$ cat src/bitmap_block_allocator_next_fit_macros.svh
// Assertion macros for the next-fit bitmap block allocator
`ifndef BITMAP_BLOCK_ALLOCATOR_NEXT_FIT_MACROS_SVH
`define BITMAP_BLOCK_ALLOCATOR_NEXT_FIT_MACROS_SVH

// same-cycle implication, sampled on clk, off during reset
`define BBANF_ASSERT_IMP(lbl, ante, cons, msg) \
  lbl: assert property (@(posedge clk) disable iff (!rst_n) (ante) |-> (cons)) \
    else $error(msg);

// next-cycle implication, sampled on clk, off during reset
`define BBANF_ASSERT_NXT(lbl, ante, cons, msg) \
  lbl: assert property (@(posedge clk) disable iff (!rst_n) (ante) |=> (cons)) \
    else $error(msg);

`endif

$ cat src/bbanf_pkg.sv
// Shared constants and types of the next-fit bitmap block allocator
`timescale 1ns / 1ps
`default_nettype none

package bbanf_pkg;

  // volume geometry
  localparam int MAX_BLOCKS = 4096;
  localparam int WORD_BITS  = 32;
  localparam int MAP_WORDS  = (MAX_BLOCKS + WORD_BITS - 1) / WORD_BITS;
  localparam int BLK_W      = 12;
  localparam int CNT_W      = 13;
  localparam int WADDR_W    = $clog2(MAP_WORDS);
  localparam int BIT_W      = $clog2(WORD_BITS);
  localparam int ST_W       = 3;
  localparam int CFG_IDX_W  = 2;

  // result status codes
  localparam logic [ST_W-1:0] ST_OK     = 3'd0;
  localparam logic [ST_W-1:0] ST_FULL   = 3'd1;
  localparam logic [ST_W-1:0] ST_RDONLY = 3'd2;
  localparam logic [ST_W-1:0] ST_DOUBLE = 3'd3;
  localparam logic [ST_W-1:0] ST_RANGE  = 3'd4;

  // commands
  localparam logic CMD_ALLOC = 1'b0;
  localparam logic CMD_FREE  = 1'b1;

  // configuration register indexes
  localparam logic [CFG_IDX_W-1:0] CFG_TOTAL_BLOCKS = 2'd0;
  localparam logic [CFG_IDX_W-1:0] CFG_DATA_START   = 2'd1;
  localparam logic [CFG_IDX_W-1:0] CFG_READ_ONLY    = 2'd2;

  typedef logic [WADDR_W-1:0]   waddr_t;
  typedef logic [WORD_BITS-1:0] word_t;

  // bitmap write port
  typedef struct packed {
    logic   en;
    waddr_t addr;
    word_t  data;
  } map_wr_t;

endpackage

`default_nettype wire

$ cat src/bbanf_map.sv
// Bitmap word store with per-row valid bits; an unwritten row reads as all free
`timescale 1ns / 1ps
`default_nettype none

module bbanf_map (
  input  wire logic               clk,
  input  wire logic               rst_n,
  input  wire bbanf_pkg::waddr_t  rd_addr,
  output bbanf_pkg::word_t        rd_data,
  input  wire bbanf_pkg::map_wr_t wr
);

  bbanf_pkg::word_t                    mem [bbanf_pkg::MAP_WORDS];
  logic [bbanf_pkg::MAP_WORDS-1:0]     row_vld_r;
  bbanf_pkg::word_t                    rdata_r;
  logic                                rvld_r;

  // word array: one write, one registered read
  always_ff @(posedge clk) begin
    if (wr.en) begin
      mem[wr.addr] <= wr.data;
    end
    rdata_r <= mem[rd_addr];
  end

  // row valid bits, cleared by reset
  always_ff @(posedge clk) begin
    if (!rst_n) begin
      row_vld_r <= '0;
      rvld_r    <= 1'b0;
    end else begin
      if (wr.en) begin
        row_vld_r[wr.addr] <= 1'b1;
      end
      rvld_r <= row_vld_r[rd_addr];
    end
  end

  assign rd_data = rvld_r ? rdata_r : '0;

endmodule

`default_nettype wire
$ cat config.mk
export PLATFORM = sky130hd
export DESIGN_NAME = bbanf_map
export DESIGN_NICKNAME = d
export VERILOG_FILES = /design/src/bitmap_block_allocator_next_fit_macros.svh /design/src/bbanf_pkg.sv /design/src/bbanf_map.sv
export SDC_FILE = /design/constraint.sdc
export NUM_CORES = 2
export LEC_CHECK = 0
export BUFFER_PORTS_ARGS = -buffer_cell sky130_fd_sc_hd__buf_2
export CAP_MARGIN = 5
export CORE_ASPECT_RATIO = 0.75
export CORE_MARGIN = 1
export CORE_UTILIZATION = 40
export CTS_CLUSTER_DIAMETER = 120
export DETAILED_ROUTE_END_ITERATION = 8
export SLEW_MARGIN = 15
export SYNTH_ARGS = -nofsm -noshare
export SYNTH_HDL_FRONTEND = slang
export SYNTH_SLANG_ARGS = --single-unit
$ cat constraint.sdc
create_clock -name clk -period 7.4 [get_ports clk]
set_input_delay 1.48 -clock clk [delete_from_list [all_inputs] [get_ports clk]]
set_output_delay 1.48 -clock clk [all_outputs]
set_load 0.01 [all_outputs]
Yosys cells after proc, flatten, opt, wreduce, memory -nomap -nowiden
Memories as Yosys holds them, arrays and structs flattened. A register that Yosys moved wholly into a read port is not among the register bits.
Cells that the tools add are included.
{ "word_totals": {"ff_bits": 129, "ramBits": 4096, "wordCells": 15, "memories": 1} }
{ "mem_list": {"columns": ["memory", "depth", "width", "rd", "rd_ports_with_merged_regs", "write_ports", "line_no", "rtl"], "rows": [
  ["mem", 128, 32, 1, 1, 1, "bbanf_map.sv:13", "bbanf_pkg::word_t mem [bbanf_pkg::MAP_WORDS];"]
]} }
{ "classes": {"n_lt_le_gt_ge": 3, "n_mux": 7, "bitwise_logic": 1, "n_reduce_logical": 1} }
{ "ops": {"columns": ["op", "count"], "rows": [
  ["$or A128 B128 Y128", 1],
  ["$mux W32", 1],
  ["$lt A7 B8 Y1 const B", 2],
  ["$bmux W1 S7", 1],
  ["$demux W1 S7", 1],
  ["$ge A7 B1 Y1 const B", 1],
  ["$mux W1", 4],
  ["$logic_and A1 B1 Y1", 1]
]} }

Logic depth before layout (Yosys ltp)
{ "logic_depth": {"word_depth": 5, "depth_mapped": 12, "ltp_nobuf": 6} }

Least setup slack after synthesis
No wires, ideal clock.
{ "synth_path": {"path_type": "input to register", "from": "input wr[33] in the netlist's numbering", "to": "memory mem[108][0] in the netlist's numbering, enable pin", "t_arrival_ns": 3.763, "required_ns": 6.977, "path_slack_ns": 3.215, "path_stages": 5, "path_buffers": 1, "cell_sequence": "or3b_2 > inv_1 > nand2_1 > clkbuf_1 > nor2_1"} }
{ "synth_lines": {"columns": ["element", "line_no", "rtl"], "rows": [
  ["from (decl)", "bbanf_map.sv:10", "input wire bbanf_pkg::map_wr_t wr"],
  ["to (decl)", "bbanf_map.sv:13", null]
]} }
Straight into the memory's write port.

==> flow_metrics.py <==
metrics = {
    "synthesis": {
        "synth.area.top_cells": "edfxtp_1 (76%), mux4_2 (11%), mux2i_1 (3.4%), dfxtp_1 (2.0%), a22oi_1 (1.4%)",
        "synth.top_cell.area_share_pct": 75.83,
        "post_synth_inst_count": 7767,
        "synth_enable_flop_cells": 4096,
        "postSynth.topFlopCell": "edfxtp_1",
        "ys_types": 45,
        "share_of_flip_flops_with_an_asynchronous_set_or_reset_after_synthesis_pct": 0,
        "synth_seq_area_share_pct": 77.82,
        "post_synth_instance_area_um2": 162200,
        "yosys_warnings": 0,
        "synth_nets": 7816,
        "yosysMostFrequentCell": "edfxtp_1",
        "synth_area_per_cell_um2": 20.88,
        "commonest_cells_post_synth": "edfxtp_1 (4096), mux4_2 (816), mux2i_1 (546), a22oi_1 (306), nand3_1 (304)",
        "synth_top_cell_by_area": "edfxtp_1",
        "synth-seq-cells": 4257,
    },
    "clock_network": {
        "ctsHtreeMaxLevel": 5,
        "clk_pin_slew_worst_paths_ns": 0.06,
        "clock_net_sink_count": 4257,
        "tritoncts.num_buffers": 386,
        "cts_root_buffer": "clkbuf_16",
        "hold_buffers": 0,
        "clock_tree.buffer_depth": 4,
        "post_cts_resize_count": 0,
        "clock_tree_from_tritoncts": "done",
        "insertion_delay_ns": 0.95,
        "post_cts.repair.setup_buffers": 0,
    },
    "die": {
        "initial_utilization_pct": 40.19,
        "chipHeight_um": 553.5,
        "top_level_ports": 81,
        "coreArea_um2": 403600,
        "die_width_um": 737.3,
        "floorplan.die_area_um2": 408100,
        "std_cell_rows": 202,
    },
    "pwr": {
        "maximum_resistive_drop_on_vdd_mv": 0.2032,
        "sequential_power_share_pct": 54.9,
        "p_per_area_nw_per_um2": 263.9,
        "combinationalPowerShare_pct": 4.9,
        "leakagePower_uw": 0.05799,
        "internal-power_uw": 38020,
        "switching_power_of_the_nets_uw": 10500,
        "clock_power_share_pct": 40.3,
        "sw_frac_of_total_pct": 21.65,
    },
    "timing": {
        "final_period_minus_worst_setup_slack_ns": 4.856,
        "finalSetupViolations": 0,
        "timing.hold.ws_ns": 0.4607,
        "max_slew_margin_pct": 8.082,
        "setup_total_negative_slack_ns": 0,
        "worst-slew-pin-transition_ns": 1.379,
        "rsz0062_at_grt": "no",
        "period_share_pct": 65.63,
        "maxClockFrequency_mhz": 205.9,
        "skew_ns": 0.07870,
        "postLayoutSetupSlackWorst_ns": 2.544,
        "final_hold_viol_count": 0,
        "drv_slew": 0,
    },
    "routing": {
        "met3WireLength_um": 49730,
        "met2_wl_post_dr_um": 206000,
        "first_pass_iters": 6,
        "ant_nets": 0,
        "viasPerCell": 5.990,
        "highest_layer": "met5",
        "drc": 0,
        "totalWireLength_um": 461800,
        "via_count": 83060,
        "initialDrtViolationCount": 11790,
        "detail_route.wl_per_cell_um": 33.30,
        "route.layer.met1.wl_um": 193800,
    },
    "grt": {
        "first_global_vias": 81240,
        "overall_track_demand_over_capacity_in_global_routing_pct": 22.21,
        "maximum_number_of_pins_on_one_net_before_global_route_repair": 103,
        "globalRoute.totalOverflow": 0,
        "grt_pass1_wl_um": 641200,
        "antenna_found_initial": 39,
    },
    "critical_path": {
        "startpoint_of_the_most_critical_setup_path": "rd_addr[1]",
        "cp_cell_sequence": "buf_8 -> buf_12 -> buf_4 -> mux4_2 -> nand3_1 -> nand2_1 -> nor4_1 -> buf_4 -> nand4bb_1",
        "worst_r2r_startpoint": "mem[127][4]",
        "critPathArrivalTime_ns": 5.58,
        "reg2regPathDepth": 6,
        "worst_path_max_delay_cell": "nor4_1",
        "cp.buffers_inverters": 4,
        "critPathMostFrequentCell": "buf_4",
        "path_class": "in -> reg",
        "worst_path_max_fanout": 82,
        "timing.critical_path.from_type": "primary input",
        "critPathTopFamily": "buffers and inverters",
        "setup.worst_path.end_class": "register",
        "register_to_register_path_setup_slack_ns": 4.19,
        "cp_slowest_stage_delay_ns": 1.05,
        "rr_endpoint": "rdata_r[4]",
        "cp.required_ns": 8.12,
    },
    "final_layout": {
        "finalNetCount": 8181,
        "seqCellArea_um2": 126200,
        "final_layout_size_suffix_gt1_share_pct": 23.73,
        "areaGrowthSynthToFinish_pct": 13.37,
        "n_fill_cell": 33440,
        "multi_input_comb_area_um2": 35140,
        "layoutNonFillerInstCount": 13870,
    },
    "outcome": {
        "status": "complete, no violations",
    },
    "placed_design": {
        "portBuffers": 80,
        "post-place-cells": 13150,
        "detailedPlace.worstSlack_ns": 1.753,
        "place.detailed.hpwl_um": 266800,
        "routabilityCongestion": 0.8300,
    },
    "worst_hold_path": {
        "worst_hold_path_type": "reg -> reg",
        "min_path_cells": 1,
        "hold_path.startpoint": "row_vld_r[30]",
        "holdPathEnd": "row_vld_r[30]",
    },
    "run": {
        "cap_viol_max_count": 0,
    },
}
==> sequential cells by signal (all words and copies together) (netlist names) <==
signal and flops:
mem 4096, row_vld_r 128, rdata_r 32, rvld_r 1
==> worst register-to-register path, stage by stage (launching register included) <==
cell and delay [ns]:
edfxtp_1 0.36, mux4_2 0.48, nand3_1 0.11, nand4_1 0.43, nor4_1 1.09, buf_4 0.38, nand4bb_1 0.16
==> logic make-up after synthesis <==
logic type	after synthesis	synth area share, %
flip-flops	4257	77.82
multiplexers	1395	14.93
AND/OR/NAND/NOR	952	2.968
AO/OA/AOI/OAI	698	2.991
buffers and inverters	465	1.296
==> power groups by stage <==
| stage | registers, uW | clock network [uW] | logic [uW] |
|---|---|---|---|
| final | 26600 | 19500 | 2360 |
| after floorplan | 27100 | 0 | 1190 |
| after global routing | 26600 | 20700 | 2470 |
| after global placement | 27100 | 0 | 2300 |
| after detailed placement | 27200 | 0 | 2360 |
| after CTS | 26600 | 19800 | 2360 |
==> cells in the final DEF, fill, tap and decap left out, types with 28 or more instances in the layout <==
| cell | n |
|---|---|
| a32oi_1 | 32 |
| nand4bb_1 | 31 |
| nand4_1 | 75 |
| clkinv_1 | 82 |
| a21oi_1 | 107 |
| o21a_1 | 128 |
| clkbuf_16 | 394 |
| dfxtp_1 | 160 |
| clkinv_2 | 65 |
| and2_1 | 35 |
| nor2b_1 | 69 |
| mux2_2 | 32 |
| nand3_1 | 302 |
| buf_12 | 28 |
| o21ai_0 | 63 |
| nor2_4 | 132 |
| mux4_2 | 816 |
| clkbuf_1 | 89 |
| a221oi_1 | 31 |
| buf_2 | 44 |
| buf_4 | 351 |
| nand2_1 | 238 |
| edfxtp_1 | 4096 |
| mux2i_1 | 546 |
| a22oi_1 | 306 |
==> per-layer routing <==
layer,up-vias,global-route usage [%]
met5,-,0
met4,14,5.678
met2,4631,32.89
met3,622,4.962
li1,33070,-
met1,44720,33.37
==> worst max path at each step <==
stage	end	slack [ns]	cells past startpoint
after global routing	rdata_r[16]	2.49	9
after floorplan	mem[108][0]	3.21	5
after global placement	rdata_r[10]	0.55	8
after CTS	rdata_r[4]	2.73	9
after detailed placement	rdata_r[27]	1.75	9
final	rdata_r[4]	2.54	9
==> cell type report <==
class,count,area share [%]
clock inverters,197,0.8961
flip-flops and latches,4257,68.64
diodes,19,0.02585
inverters,3,0.006804
multi-input cells,3045,19.11
clock buffers,500,5.667
repair buffers,439,1.979
well taps,5406,3.678
==> per-stage QoR <==
stage	area [um2]	power, uW	utilization [%]
floorplan	162200	28240	-
global placement	171400	29450	42.45
detailed placement	171700	29510	42.54
CTS	183800	48750	45.53
global route	183900	49740	45.55
finish	183900	48530	45.56
Note: power is estimated with default switching activity, not from simulation.
